`src/rtl/pcpfa_pkg.sv`:
```
// ----------------------------------------------------------------------------
// pcpfa_pkg
// Shared types, codes and constants of the per-CPU page free list allocator.
// ----------------------------------------------------------------------------
package pcpfa_pkg;

  localparam int unsigned CPU_COUNT_DEF     = 8;
  localparam int unsigned PAGE_CAPACITY_DEF = 1024;

  localparam int unsigned PAGE_SHIFT = 12;
  localparam int unsigned PAGE_BYTES = 1 << PAGE_SHIFT;
  localparam int unsigned ADDR_W     = 32;
  localparam int unsigned PN_W       = ADDR_W - PAGE_SHIFT;
  localparam int unsigned CPU_IN_W   = 3;
  localparam int unsigned CFG_IDX_W  = 1;
  localparam int unsigned QUEUE_DEPTH = 2;

  localparam logic [ADDR_W-1:0] REGION_BASE_RST  = 32'd0;
  localparam logic [ADDR_W-1:0] REGION_LIMIT_RST = 32'd4194304;

  typedef enum logic [CFG_IDX_W-1:0] {
    REG_REGION_BASE  = 1'b0,
    REG_REGION_LIMIT = 1'b1
  } cfg_reg_t;

  typedef enum logic {
    CMD_ALLOC = 1'b0,
    CMD_FREE  = 1'b1
  } cmd_t;

  typedef enum logic [1:0] {
    STATUS_OK       = 2'd0,
    STATUS_OOM      = 2'd1,
    STATUS_BAD_FREE = 2'd2
  } status_t;

  typedef struct packed {
    logic is_free;
    logic bad;
  } op_t;

  localparam int unsigned OP_W = $bits(op_t);

endpackage

```
`src/rtl/pcpfa_fifo.sv`:
```
// ----------------------------------------------------------------------------
// pcpfa_fifo
// Short request queue between the classifier and the list engine.
// ----------------------------------------------------------------------------
module pcpfa_fifo #(
  parameter int unsigned W     = 8,
  parameter int unsigned DEPTH = pcpfa_pkg::QUEUE_DEPTH
) (
  input  logic         clk,
  input  logic         rst_n,
  input  logic         push,
  input  logic [W-1:0] push_data,
  output logic         full,
  input  logic         pop,
  output logic         not_empty,
  output logic [W-1:0] head_data
);

  localparam int unsigned PW = (DEPTH > 1) ? $clog2(DEPTH) : 1;
  localparam int unsigned CW = $clog2(DEPTH + 1);

  logic [W-1:0]  entries_r [DEPTH];
  logic [PW-1:0] wr_ptr_r, wr_ptr_nxt;
  logic [PW-1:0] rd_ptr_r, rd_ptr_nxt;
  logic [CW-1:0] count_r, count_nxt;

  always_comb begin
    wr_ptr_nxt = wr_ptr_r;
    rd_ptr_nxt = rd_ptr_r;
    count_nxt  = count_r;
    if (push) begin
      wr_ptr_nxt = (wr_ptr_r == PW'(DEPTH - 1)) ? '0 : wr_ptr_r + PW'(1);
    end
    if (pop) begin
      rd_ptr_nxt = (rd_ptr_r == PW'(DEPTH - 1)) ? '0 : rd_ptr_r + PW'(1);
    end
    if (push && !pop) begin
      count_nxt = count_r + CW'(1);
    end else if (pop && !push) begin
      count_nxt = count_r - CW'(1);
    end
  end

  always_ff @(posedge clk) begin
    if (!rst_n) begin
      wr_ptr_r <= '0;
      rd_ptr_r <= '0;
      count_r  <= '0;
    end else begin
      wr_ptr_r <= wr_ptr_nxt;
      rd_ptr_r <= rd_ptr_nxt;
      count_r  <= count_nxt;
    end
  end

  always_ff @(posedge clk) begin
    if (push) begin
      entries_r[wr_ptr_r] <= push_data;
    end
  end

  assign full      = (count_r == CW'(DEPTH));
  assign not_empty = (count_r != '0);
  assign head_data = entries_r[rd_ptr_r];

endmodule

```
`config.mk`:
```
export PLATFORM = sky130hd
export DESIGN_NAME = pcpfa_fifo
export DESIGN_NICKNAME = d
export VERILOG_FILES = /design/src/rtl/pcpfa_pkg.sv /design/src/rtl/pcpfa_fifo.sv
export SDC_FILE = /design/constraint.sdc
export NUM_CORES = 1
export LEC_CHECK = 0
export BUFFER_PORTS_ARGS = -buffer_cell sky130_fd_sc_hd__buf_2
export CAP_MARGIN = 25
export CORE_MARGIN = 10
export CORE_UTILIZATION = 56
export CTS_BUF_LIST = sky130_fd_sc_hd__clkbuf_4
export CTS_CLUSTER_SIZE = 25
export DETAILED_ROUTE_END_ITERATION = 10
export GPL_ROUTABILITY_DRIVEN = 0
export PLACE_DENSITY = 0.85
export RECOVER_POWER = 50
export SETUP_SLACK_MARGIN = 0.15
export SLEW_MARGIN = 10
export SYNTH_ARGS = -nofsm -noshare
export SYNTH_HDL_FRONTEND = slang
export SYNTH_SLANG_ARGS = --single-unit
```
`constraint.sdc`:
```
create_clock -name clk -period 2.24 [get_ports clk]
set_clock_uncertainty 0.2 [all_clocks]
set_input_delay 0.448 -clock clk [delete_from_list [all_inputs] [get_ports clk]]
set_output_delay 0.448 -clock clk [all_outputs]
set_load 0.05 [all_outputs]
```
==> Word level (Yosys, flattened, before mapping) <==
Memory sizes are Yosys's and may differ from the RTL's. A register that Yosys moved wholly into a read port is not among the register bits.
Cells that the tools add are included.
{ "totals": {"register_bits": 4, "latchBits": 0, "mem_bits_rw": 16, "rom_bits": 0, "out_inout_bits": 10, "wordCells": 23, "memories": 1} }
{ "classes": {"addsub": 4, "mul": 0, "n_div": 0, "magnitude_cmp": 0, "eq_ne": 1, "shift": 0, "muxes": 8, "bitwise": 0, "n_reduce_logical": 6} }
{ "mem_list": {"columns": ["name", "depth", "width", "rd", "rd_clocked_by_memory_dff", "write_ports", "line_no", "source"], "rows": [
  ["entries_r", 2, 8, 1, 1, 1, "pcpfa_fifo.sv:22", "logic [W-1:0] entries_r [DEPTH];"]
]} }
{ "ops": {"columns": ["op", "count"], "rows": [
  ["2-to-1 mux 1 bit", 6],
  ["2-to-1 mux 2 bit", 2],
  ["nonzero test 2 bit", 2],
  ["adder 1 bit, second input constant", 2],
  ["adder 2 x 1 -> 2 bit, second input constant", 1],
  ["equality test 2 bit, second input constant", 1],
  ["logical AND 1 bit", 2],
  ["logical NOT 1 bit", 2],
  ["subtractor 2 x 1 -> 2 bit, second input constant", 1]
]} }

==> Longest topological paths before layout <==
{ "logic_depth": {"word_depth": 4, "ltp_mapped": 5, "mapped_depth_nobuf": 5} }

==> Worst setup path after synthesis <==
OpenSTA, ideal clock, no wires.
{ "synth_timing": {"path_kind": "register to output", "startpoint": "reg with a tool-made name", "endpoint": "out head_data[0]", "arrival_time_ps": 923, "setup_slack_ps": 669, "path_stages_with_launch": 3, "n_path_buf": 1, "cell_sequence": "dfxtp_1 buf_2 mux2_2"} }
{ "synth_lines": {"columns": ["element", "line_no", "source"], "rows": [
  ["end: declaration", "pcpfa_fifo.sv:16", "output logic [W-1:0] head_data"]
]} }

==> flow_metrics.env <==
export IMPL_status="finished, final reports clean"
export IMPL_ios=22
export IMPL_grt_max_degree=13
export IMPL_avgSynthCellArea_sq_um=17.0
export IMPL_critPathTopFamily="flip-flops"
export IMPL_relSlewSlack_pct=68.4
export IMPL_design_die_area_sq_um=3330
export IMPL_path_cells="mux2_2, buf_2"
export IMPL_fin_cells=87
export IMPL_min_from="push_data[2]"
export IMPL_r2r_end="entries_r[0][3]"
export IMPL_ant_nets=0
export IMPL_power_frac_seq_pct=57.6
export IMPL_max_stage_delay_ns=0.44
export IMPL_drc=0
export IMPL_syn_nets=60
export IMPL_switching_share_pct=29.1
export IMPL_core_area_sq_um=1320
export IMPL_peakVddDrop_v=0.000654
export IMPL_finalSetupViolCount=0
export IMPL_avgRoutedWirePerCell_microns=15.4
export IMPL_grt_antenna_before_repair=0
export IMPL_numCtsBuffers=3
export IMPL_clk_root_buffer_cell="clkbuf_4"
export IMPL_first_global_vias=457
export IMPL_startpoint_type="register"
export IMPL_area_growth_pct=18.7
export IMPL_synthCells=47
export IMPL_pwr_density_cell_nw_per_um2=847
export IMPL_hp_class="in -> reg"
export IMPL_cap_violations=0
export IMPL_fillers=100
export IMPL_yosys_warnings=0
export IMPL_nets=86
export IMPL_layout_drive_gt1_share_pct=47.2
export IMPL_r2r_start="wr_ptr_r"
export IMPL_cp_num_cells=2
export IMPL_dieHeight_microns=57.7
export IMPL_hpwl_mm=1.05
export IMPL_power_mw=0.801
export IMPL_combPwrFrac_pct=20.9
export IMPL_path_buf_inv=1
export IMPL_p_int_mw=0.568
export IMPL_start_util_pct=60.5
export IMPL_rsz0062_at_grt="false"
export IMPL_ys_ff_latch=21
export IMPL_grt_ovfl_total=0
export IMPL_numPortBuffers=21
export IMPL_n_antenna_cell=0
export IMPL_cp_arrival_ns=1.31
export IMPL_totalWireLength_mm=1.34
export IMPL_grt_pass1_wl_mm=2.09
export IMPL_ctsResizeCount=0
export IMPL_crit_end="head_data[7]"
export IMPL_num_vias=448
export IMPL_cp_required_ns=1.59
export IMPL_seqCellArea_sq_um=582
export IMPL_cp_slowest_cell="dfxtp_2"
export IMPL_synth_cell_types=16
export IMPL_die_w_microns=57.7
export IMPL_syn_area_sq_um=797
export IMPL_multi_input_area_sq_um=208
export IMPL_reg2reg_slack_ns=0.81
export IMPL_placedCellCount=83
export IMPL_layout_min_cycle_time_ns=1.96
export IMPL_crit_type="reg -> out"
export IMPL_clkLatencyLatePin_ns=0.30
export IMPL_clock_sinks=21
export IMPL_clk_pin_slew_worst_paths_ns=0.11
export IMPL_ys_seq_area_share_pct=72.8
export IMPL_fmax_mhz=510
export IMPL_holdWs_ns=0.129
export IMPL_tritoncts="built"
export IMPL_dr_pass1_iters=4
export IMPL_end_kind="output port"
export IMPL_cts_setup_buffers=0
export IMPL_grtUsageTotal_pct=8.40
export IMPL_hold_buffers=0
export IMPL_tns_ns=0
export IMPL_power_frac_clock_pct=21.4
export IMPL_cp_max_fo=8
export IMPL_hold_viol=0
export IMPL_finalMaxSlewViolations=0
export IMPL_reg2regPathDepth=2
export IMPL_clock_path_buffers=2
export IMPL_via_per_inst=5.15
export IMPL_switching_power_mw=0.233
export IMPL_rows=13
export IMPL_htreeDepth=1
export IMPL_drt_iter0_markers=1
export IMPL_finalCritPeriodShare_pct=87.5
export IMPL_tightest_slew_ns=0.474
export IMPL_total_leakage_power_nw=0.378
==> worst register-to-register path: stages (launching register included) <==
cell      delay [ns]
dfxtp_1         0.34
nor2b_1         0.14
clkbuf_1        0.40
==> power groups by stage <==
stage	clock network [mW]	logic, mW	registers (mW)
finish	0.172	0.168	0.461
global route	0.201	0.179	0.465
CTS	0.174	0.172	0.462
detailed placement	0	0.171	0.470
global placement	0	0.167	0.468
floorplan	0	0.135	0.462
==> cell usage after synthesis <==
cell type	count	area, sq um
edfxtp_1	16	480
mux2_2	8	90.1
dfxtp_1	5	100
and2_1	4	25.0
nor2b_1	2	12.5
xor2_1	2	17.5
a21boi_1	1	7.51
and2b_2	1	8.76
buf_2	1	5.00
ha_1	1	12.5
inv_1	1	3.75
o21a_1	1	7.51
o21ai_0	1	5.00
or2_2	1	6.26
or3_1	1	6.26
xnor2_1	1	8.76
==> cells in the final DEF (no fill, tap or decap), types with 2 or more instances in the layout <==
cell type,instances
and2_0,2
and2_1,2
buf_2,19
clkbuf_1,3
clkbuf_4,3
dfxtp_1,4
edfxtp_1,16
mux2_2,8
nor2b_1,2
xor2_1,2
==> metal layers <==
layer | vias to the layer above | part of all wire [%] | track usage (%)
met1 | 208 | 35 | 7.21
li1 | 223 | - | -
met2 | 15 | 56 | 15.3
met3 | 2 | 7.8 | 4.58
met5 | - | 0 | 0
met4 | 0 | 1.6 | 4.03
==> cell type report <==
| class | instances | share of cell area, % |
|---|---|---|
| multi-input cells | 24 | 22.0 |
| clock buffers | 3 | 2.38 |
| flip-flops and latches | 21 | 61.5 |
| well taps | 15 | 1.98 |
| repair buffers | 22 | 11.2 |
| inverters | 1 | 0.397 |
| clock inverters | 1 | 0.529 |
==> registers in the layout, summed over array words and instances, names as in the netlist, named ones only <==
register and flops:
rd_ptr_r 1, entries_r 16, wr_ptr_r 1, count_r 2
==> cells by family (layout without fill, tap and decap cells) <==
logic type                 after synthesis  after routing  share of synthesized area [%]
AOI/OAI and AO/OA                        3              3                           2.51
adders and majority gates                1              1                           1.57
DFF                                     21             21                           72.8
and+or+nand+nor                          9              9                           7.38
buffers and inverters                    2             27                           1.10
xor gates and xnor gates                 3              3                           3.30
muxes                                    8              8                           11.3
==> how the worst min path moves through the flow <==
stage,to,slack (ns),cells after the start
after global placement,count_r[1],0.28,2
after floorplan,count_r[1],0.26,2
after CTS,entries_r[1][2],0.13,1
after detailed placement,count_r[1],0.30,2
after global routing,entries_r[0][2],0.10,1
final,entries_r[1][2],0.13,1
==> through the flow <==
step	worst slack [ns]	area [sq um]	util (%)
2_1_floorplan	0.669	797	-
3_3_place_gp	0.516	923	70.1
3_5_place_dp	0.506	923	70.1
4_1_cts	0.162	951	72.2
5_1_grt	0.207	946	71.8
6_report	0.281	946	71.8
No activity file was read; power rests on OpenSTA's default activity.
