--- config.mk ---
export PLATFORM = sky130hd
export DESIGN_NAME = pcpfa_front
export DESIGN_NICKNAME = d
export VERILOG_FILES = /design/src/rtl/pcpfa_pkg.sv /design/src/rtl/pcpfa_front.sv
export SDC_FILE = /design/constraint.sdc
export NUM_CORES = 1
export LEC_CHECK = 0
export BUFFER_PORTS_ARGS = -buffer_cell sky130_fd_sc_hd__buf_2
export CAP_MARGIN = 20
export CORE_UTILIZATION = 50
export DETAILED_ROUTE_END_ITERATION = 10
export MAX_ROUTING_LAYER = met4
export PLACE_DENSITY = 0.77
export SYNTH_ARGS = -nofsm -noshare
export SYNTH_HDL_FRONTEND = slang
export SYNTH_SLANG_ARGS = --single-unit
--- constraint.sdc ---
create_clock -name clk -period 5 [get_ports clk]
set_input_delay 0.5 -clock clk [delete_from_list [all_inputs] [get_ports clk]]
set_output_delay 0.5 -clock clk [all_outputs]
set_load 0.1 [all_outputs]
--- src/rtl/pcpfa_pkg.sv ---
// ----------------------------------------------------------------------------
// pcpfa_pkg
// Shared types, codes and constants of the per-CPU page free list allocator.
// ----------------------------------------------------------------------------
package pcpfa_pkg;

  localparam int unsigned CPU_COUNT_DEF     = 8;
  localparam int unsigned PAGE_CAPACITY_DEF = 1024;

  localparam int unsigned PAGE_SHIFT = 12;
  localparam int unsigned PAGE_BYTES = 1 << PAGE_SHIFT;
  localparam int unsigned ADDR_W     = 32;
  localparam int unsigned PN_W       = ADDR_W - PAGE_SHIFT;
  localparam int unsigned CPU_IN_W   = 3;
  localparam int unsigned CFG_IDX_W  = 1;
  localparam int unsigned QUEUE_DEPTH = 2;

  localparam logic [ADDR_W-1:0] REGION_BASE_RST  = 32'd0;
  localparam logic [ADDR_W-1:0] REGION_LIMIT_RST = 32'd4194304;

  typedef enum logic [CFG_IDX_W-1:0] {
    REG_REGION_BASE  = 1'b0,
    REG_REGION_LIMIT = 1'b1
  } cfg_reg_t;

  typedef enum logic {
    CMD_ALLOC = 1'b0,
    CMD_FREE  = 1'b1
  } cmd_t;

  typedef enum logic [1:0] {
    STATUS_OK       = 2'd0,
    STATUS_OOM      = 2'd1,
    STATUS_BAD_FREE = 2'd2
  } status_t;

  typedef struct packed {
    logic is_free;
    logic bad;
  } op_t;

  localparam int unsigned OP_W = $bits(op_t);

endpackage

--- src/rtl/pcpfa_front.sv ---
// ----------------------------------------------------------------------------
// pcpfa_front
// Holds the region registers and classifies each request beat: reduces the
// CPU number, checks a freed address and turns it into a page index.
// ----------------------------------------------------------------------------
module pcpfa_front #(
  parameter int unsigned CPU_COUNT     = pcpfa_pkg::CPU_COUNT_DEF,
  parameter int unsigned PAGE_CAPACITY = pcpfa_pkg::PAGE_CAPACITY_DEF,
  parameter int unsigned CPU_W         = (CPU_COUNT > 1) ? $clog2(CPU_COUNT) : 1,
  parameter int unsigned IW            = $clog2(PAGE_CAPACITY),
  parameter int unsigned ENT_W         = pcpfa_pkg::OP_W + CPU_W + IW
) (
  input  logic                                 clk,
  input  logic                                 rst_n,
  input  logic                                 cfg_we,
  input  logic [pcpfa_pkg::CFG_IDX_W-1:0]      cfg_index,
  input  logic [pcpfa_pkg::ADDR_W-1:0]         cfg_wdata,
  input  logic                                 in_cmd,
  input  logic [pcpfa_pkg::CPU_IN_W-1:0]       in_cpu_index,
  input  logic [pcpfa_pkg::ADDR_W-1:0]         in_page_address,
  output logic [ENT_W-1:0]                     ent_data,
  output logic [pcpfa_pkg::PN_W:0]             eff_pg
);

  localparam int unsigned PS   = pcpfa_pkg::PAGE_SHIFT;
  localparam int unsigned PN_W = pcpfa_pkg::PN_W;

  logic [PN_W:0]                   eff_pg_r, eff_pg_nxt;
  logic [pcpfa_pkg::ADDR_W-1:0]    limit_r, limit_nxt;
  logic [3:0]                      cpu_v;
  logic [PN_W:0]                   apg;
  logic [PN_W:0]                   diff;
  logic                            aligned, ge_base, lt_limit, in_cap;
  pcpfa_pkg::op_t                  op;

  always_comb begin
    eff_pg_nxt = eff_pg_r;
    limit_nxt  = limit_r;
    if (cfg_we) begin
      unique case (pcpfa_pkg::cfg_reg_t'(cfg_index))
        pcpfa_pkg::REG_REGION_BASE: begin
          eff_pg_nxt = {1'b0, cfg_wdata[pcpfa_pkg::ADDR_W-1:PS]}
                       + (PN_W+1)'(|cfg_wdata[PS-1:0]);
        end
        pcpfa_pkg::REG_REGION_LIMIT: begin
          limit_nxt = cfg_wdata;
        end
        default: begin
          eff_pg_nxt = eff_pg_r;
        end
      endcase
    end
  end

  always_ff @(posedge clk) begin
    if (!rst_n) begin
      eff_pg_r <= (PN_W+1)'(pcpfa_pkg::REGION_BASE_RST >> PS);
      limit_r  <= pcpfa_pkg::REGION_LIMIT_RST;
    end else begin
      eff_pg_r <= eff_pg_nxt;
      limit_r  <= limit_nxt;
    end
  end

  always_comb begin
    cpu_v = {1'b0, in_cpu_index};
    for (int i = 0; i < 8; i++) begin
      if (int'(cpu_v) >= int'(CPU_COUNT)) begin
        cpu_v = cpu_v - 4'(CPU_COUNT);
      end
    end
  end

  always_comb begin
    apg      = {1'b0, in_page_address[pcpfa_pkg::ADDR_W-1:PS]};
    aligned  = (in_page_address[PS-1:0] == '0);
    ge_base  = (apg >= eff_pg_r);
    lt_limit = (in_page_address < limit_r);
    diff     = apg - eff_pg_r;
    in_cap   = ({1'b0, diff} < (PN_W+2)'(PAGE_CAPACITY));
    op.is_free = (pcpfa_pkg::cmd_t'(in_cmd) == pcpfa_pkg::CMD_FREE);
    op.bad     = !(aligned && ge_base && lt_limit && in_cap);
  end

  assign ent_data = {op, cpu_v[CPU_W-1:0], diff[IW-1:0]};
  assign eff_pg   = eff_pg_r;

endmodule

Word level (Yosys, flattened, before mapping)
Index checks and enable logic that the tools add are counted.
- register bits: 53
- input port bits: 72
- output and inout port bits: 36
- logic and storage cells: 16
- $add $sub $neg: 2
- $lt $le $gt $ge: 3
- bitwise logic cells: 1
- reduce and logical (&&, ||, !) cells: 8
- operators by type and width (kind ; number):
    32-bit less-than comparator ; 1
    20-bit by 1-bit adder with 21-bit output ; 1
    20-bit by 21-bit >= comparator with 1-bit output ; 1
    21-bit by 11-bit less-than comparator with 1-bit output, second input constant ; 1
    20-bit by 21-bit subtractor with 21-bit output ; 1
    12-bit logical NOT ; 1
    12-bit OR reduction ; 1
    2-bit AND reduction ; 2
    1-bit logical AND ; 3
    1-bit logical NOT ; 1
    1-bit NOT ; 1

Logic depth before layout (Yosys ltp)
- depth after elaboration: 5
- depth in mapped cells: 12
- depth with buffers taken out: 12

Least setup slack after synthesis
Ideal clock, no wire load.
- path kind: reg-to-output
- from: register eff_pg_r[0], in the netlist eff_pg[0]
- to: output ent_data[13]
- data arrival time: 4361 ps
- data required time: 4500 ps
- slack: 139 ps
- cell stages (with the launch flop): 12
- path buffers: 0
- cells stage by stage: dfxtp_1 > ha_1 > inv_1 > fa_1 > nand3_1 > a21oi_1 > nor4_4 > o21ai_2 > a211oi_2 > o22ai_1 > and3_1 > o2111ai_1
- longest elaborated chain between the ends: 5
- elaborated cells on any way between the ends: 7
- those cells by class: 1 x add/sub; 2 x order compare; 4 x reduce/logical
- RTL lines (item ; line ; source):
    start: declaration ; pcpfa_front.sv:28 ; logic [PN_W:0] eff_pg_r, eff_pg_nxt;
    start signal: assignment ; pcpfa_front.sv:57 ; eff_pg_r <= (PN_W+1)'(pcpfa_pkg::REGION_BASE_RST >> PS);
    start signal: assignment ; pcpfa_front.sv:60 ; eff_pg_r <= eff_pg_nxt;
    branches (longest 3 deep; another with 20-bit by 21-bit subtractor with 21-bit output) ; n/a ;
    1-bit logical AND * ; pcpfa_front.sv:82 ; op.bad = !(aligned && ge_base && lt_limit && in_cap);
    1-bit logical NOT * ; pcpfa_front.sv:82 ;
    end: declaration ; pcpfa_front.sv:21 ; output logic [ENT_W-1:0] ent_data,
Every way passes the cells marked *.

Worst setup path in the final report
Ends and elaborated chain as after synthesis.

==> impl_metrics.sql <==
INSERT INTO impl_metrics (metric_group, metric, value, unit) VALUES
('clocking', 'post_cts_hold_buffer_count', '0', ''),
('finish', 'ant_cells', '0', ''),
('drt', 'routed_metal_1_wire_length', '5.23', 'mm'),
('drt', 'detailedRoute.firstIterationViolations', '220', ''),
('synth', 'area_share_of_the_leading_cell_type_in_the_synthesized_netlist', '24.7', '%'),
('synth', 'syn_nets', '689', ''),
('synth', 'number_of_flops_mapped_to_enable_cells_by_yosys', '0', ''),
('setup_path', 'rr_endpoint', 'eff_pg[20]$_SDFFE_PN0P_', ''),
('clocking', 'cts_buffer_depth', '2', ''),
('sta', 'fin_skew', '0', 'ns'),
('synth', 'postSynth.topFlopCell', 'sky130_fd_sc_hd__dfxtp_1', ''),
('drt', 'via_per_inst', '5.57', ''),
('clocking', 'tritoncts', 'built', ''),
('clocking', 'cts_root_buffer', 'sky130_fd_sc_hd__clkbuf_8', ''),
('hold_path', 'hold_path_class', 'input pin to flop', ''),
('sta', 'max_slew.worst_pin.slew', '0.854', 'ns'),
('drt', 'detail-route-antenna-nets', '0', ''),
('setup_path', 'startpoint_class', 'flop', ''),
('synth', 'post_synth_instance_area', '4290', 'µm²'),
('setup_path', 'worstPathRequired', '4.50', 'ns'),
('power', 'ir_worst_vdd', '182', 'µV'),
('finish', 'finalInstanceArea', '4980', 'µm²'),
('status', 'status', 'finished clean', ''),
('clocking', 'worst_setup_hold_path_clk_slew', '0.09', 'ns'),
('global_routing', 'grt_pass1_vias', '3864', ''),
('synth', 'synthesis.area_per_instance', '7.62', 'µm²'),
('drt', 'routedWlPerCell', '15.1', 'µm'),
('finish', 'regArea', '1060', 'µm²'),
('hold_path', 'worstHoldPathCells', '3', ''),
('sta', 'final-setup-viol-count', '0', ''),
('setup_path', 'cp_max_fo', '3', ''),
('die', 'fp.dieH', '94.7', 'µm'),
('finish', 'final_net_count', '775', ''),
('sta', 'holdWs', '0.453', 'ns'),
('finish', 'final_util', '60.3', '%'),
('setup_path', 'ff2ff_setup_slack', '4.20', 'ns'),
('power', 'internal_power', '777', 'µW'),
('die', 'fp.dieArea', '8960', 'µm²'),
('drt', 'first_pass_iters', '5', ''),
('placement', 'place_inst', '746', ''),
('clocking', 'tritoncts_num_sinks', '53', ''),
('finish', 'multi_input_comb_area', '2900', 'µm²'),
('power', 'comb_power_share', '43.7', '%'),
('sta', 'rsz0062_at_grt', 'no', ''),
('setup_path', 'critical-path-slowest-cell', 'sky130_fd_sc_hd__buf_2', ''),
('finish', 'area.growth.synth_to_final', '16.1', '%'),
('clocking', 'clock_latency', '0.30', 'ns'),
('drt', 'vias', '4203', ''),
('hold_path', 'worstHoldStart', 'cfg_wdata[9]', ''),
('drt', 'met3_wirelength', '561', 'µm'),
('global_routing', 'grt_overflow_total', '0', ''),
('drt', 'maxUsedRoutingLayer', 'met4', ''),
('sta', 'setup_tns', '0', 'ns'),
('global_routing', 'wire_length_of_the_first_global_routing_pass', '18.3', 'mm'),
('placement', 'placed_area', '4850', 'µm²'),
('synth', 'yosys.cell_types.count', '54', ''),
('power', 'leakagePower', '2.32', 'nW'),
('power', 'p_clk_share', '22.6', '%'),
('sta', 'slew-limit-headroom', '43.1', '%'),
('synth', 'fraction_of_synthesis_flops_using_an_asynchronous_set_or_reset_pin', '0', '%'),
('global_routing', 'maximum_number_of_pins_on_one_net_before_global_route_repair', '54', ''),
('sta', 'slew_violations', '0', ''),
('placement', 'place.port_buffers', '99', ''),
('synth', 'yosys_warnings', '0', ''),
('setup_path', 'crit_path_end_kind', 'output pin', ''),
('global_routing', 'gr-usage-all-layers', '26.9', '%'),
('clocking', 'htree_num_levels', '2', ''),
('synth', 'post_synth_main_area_contributors', 'sky130_fd_sc_hd__dfxtp_1 25%, sky130_fd_sc_hd__ha_1 15%, sky130_fd_sc_hd__nand2_1 11%, sky130_fd_sc_hd__a21boi_0 6.1%, sky130_fd_sc_hd__inv_1 5.2%', ''),
('global_routing', 'grt_antenna_before_repair', '0', ''),
('setup_path', 'reg_to_reg_start', 'eff_pg[20]$_SDFFE_PN0P_', ''),
('finish', 'final_cell_count_no_fill', '755', '');
sequential cells by signal, summed over array words and instances, names as in the netlist:
signal   flops
limit_r     32
eff_pg      21
how the worst max path moves through the flow:
stage | start | end | slack, ns | cells past startpoint
floorplan | eff_pg[0]$_SDFFE_PN0P_ | ent_data[13] | 0.14 | 11
global placement | in_page_address[12] | ent_data[13] | 1.36 | 14
detailed placement | in_page_address[12] | ent_data[13] | 1.28 | 14
CTS | eff_pg[0]$_SDFFE_PN0P_ | ent_data[13] | 1.25 | 12
global route | eff_pg[0]$_SDFFE_PN0P_ | ent_data[13] | 1.04 | 12
finish | eff_pg[0]$_SDFFE_PN0P_ | ent_data[13] | 1.26 | 12
area by class of cell:
cell class,instances,share of cell area (%)
tap,105,2.64
multi-input combinational,427,58.3
inverter,60,4.52
clock buffer,7,1.73
timing repair buffer,102,10.9
sequential,53,21.3
clock inverter,1,0.603
metrics by stage:
step / setup WS [ns] / power (mW)
floorplan: 0.139 / 0.932
global placement: 1.36 / 1.04
global route: 1.04 / 1.42
finish: 1.26 / 1.35
detailed placement: 1.28 / 1.05
CTS: 1.25 / 1.36
per-layer routing:
metal	up-vias	track usage (%)
li1	2121	-
met5	-	-
met3	16	2.74
met1	1938	35.0
met4	0	6.94
met2	128	44.2
cells in the mapped netlist, types with 2 or more instances:
library cell / n
sky130_fd_sc_hd__o21a_1: 3
sky130_fd_sc_hd__o31ai_1: 2
sky130_fd_sc_hd__a211oi_1: 3
sky130_fd_sc_hd__o311a_1: 2
sky130_fd_sc_hd__buf_2: 2
sky130_fd_sc_hd__inv_1: 60
sky130_fd_sc_hd__and3_1: 11
sky130_fd_sc_hd__buf_4: 4
sky130_fd_sc_hd__and4_1: 4
sky130_fd_sc_hd__nand2_1: 121
sky130_fd_sc_hd__and2_1: 3
sky130_fd_sc_hd__o21bai_1: 4
sky130_fd_sc_hd__o21ai_1: 4
sky130_fd_sc_hd__a221oi_1: 2
sky130_fd_sc_hd__nand2b_1: 3
sky130_fd_sc_hd__o211ai_1: 3
sky130_fd_sc_hd__o21ai_2: 3
sky130_fd_sc_hd__a21boi_0: 35
sky130_fd_sc_hd__a21o_1: 7
sky130_fd_sc_hd__nor4_1: 6
sky130_fd_sc_hd__xnor2_1: 19
sky130_fd_sc_hd__nand3_1: 11
sky130_fd_sc_hd__nand4_1: 9
sky130_fd_sc_hd__o211a_1: 14
sky130_fd_sc_hd__a31oi_1: 4
sky130_fd_sc_hd__nor3_1: 6
sky130_fd_sc_hd__mux2i_1: 2
sky130_fd_sc_hd__nor2b_1: 5
sky130_fd_sc_hd__a211o_1: 2
sky130_fd_sc_hd__a211oi_2: 2
sky130_fd_sc_hd__o2111ai_1: 4
sky130_fd_sc_hd__o21ai_0: 12
sky130_fd_sc_hd__xor2_1: 9
sky130_fd_sc_hd__dfxtp_1: 53
sky130_fd_sc_hd__clkbuf_1: 17
sky130_fd_sc_hd__a21oi_1: 26
sky130_fd_sc_hd__ha_1: 53
sky130_fd_sc_hd__nor2_1: 17
power groups by stage:
stage	combinational (mW)	sequential [mW]	clock, mW
after floorplan	0.392	0.540	0
after global placement	0.576	0.465	0
after detailed placement	0.586	0.466	0
after CTS	0.588	0.456	0.314
after global routing	0.635	0.458	0.331
final	0.591	0.456	0.306
tightest hold or removal path, cell delays in order:
cell                       delay [ns]
sky130_fd_sc_hd__buf_2           0.11
sky130_fd_sc_hd__nand2_1         0.05
sky130_fd_sc_hd__a21boi_0        0.06
cells by family (layout without fill, tap and decap cells):
logic type,count (synthesis),in the layout,share of synthesized area (%)
xor+xnor,28,28,5.71
simple gates,204,204,22.1
mux,2,2,0.466
buf+inv,83,170,7.67
compound gates,139,139,23.4
flops,53,53,24.7
fa+ha+maj,54,54,15.9
(Power assumes the default switching activity.)
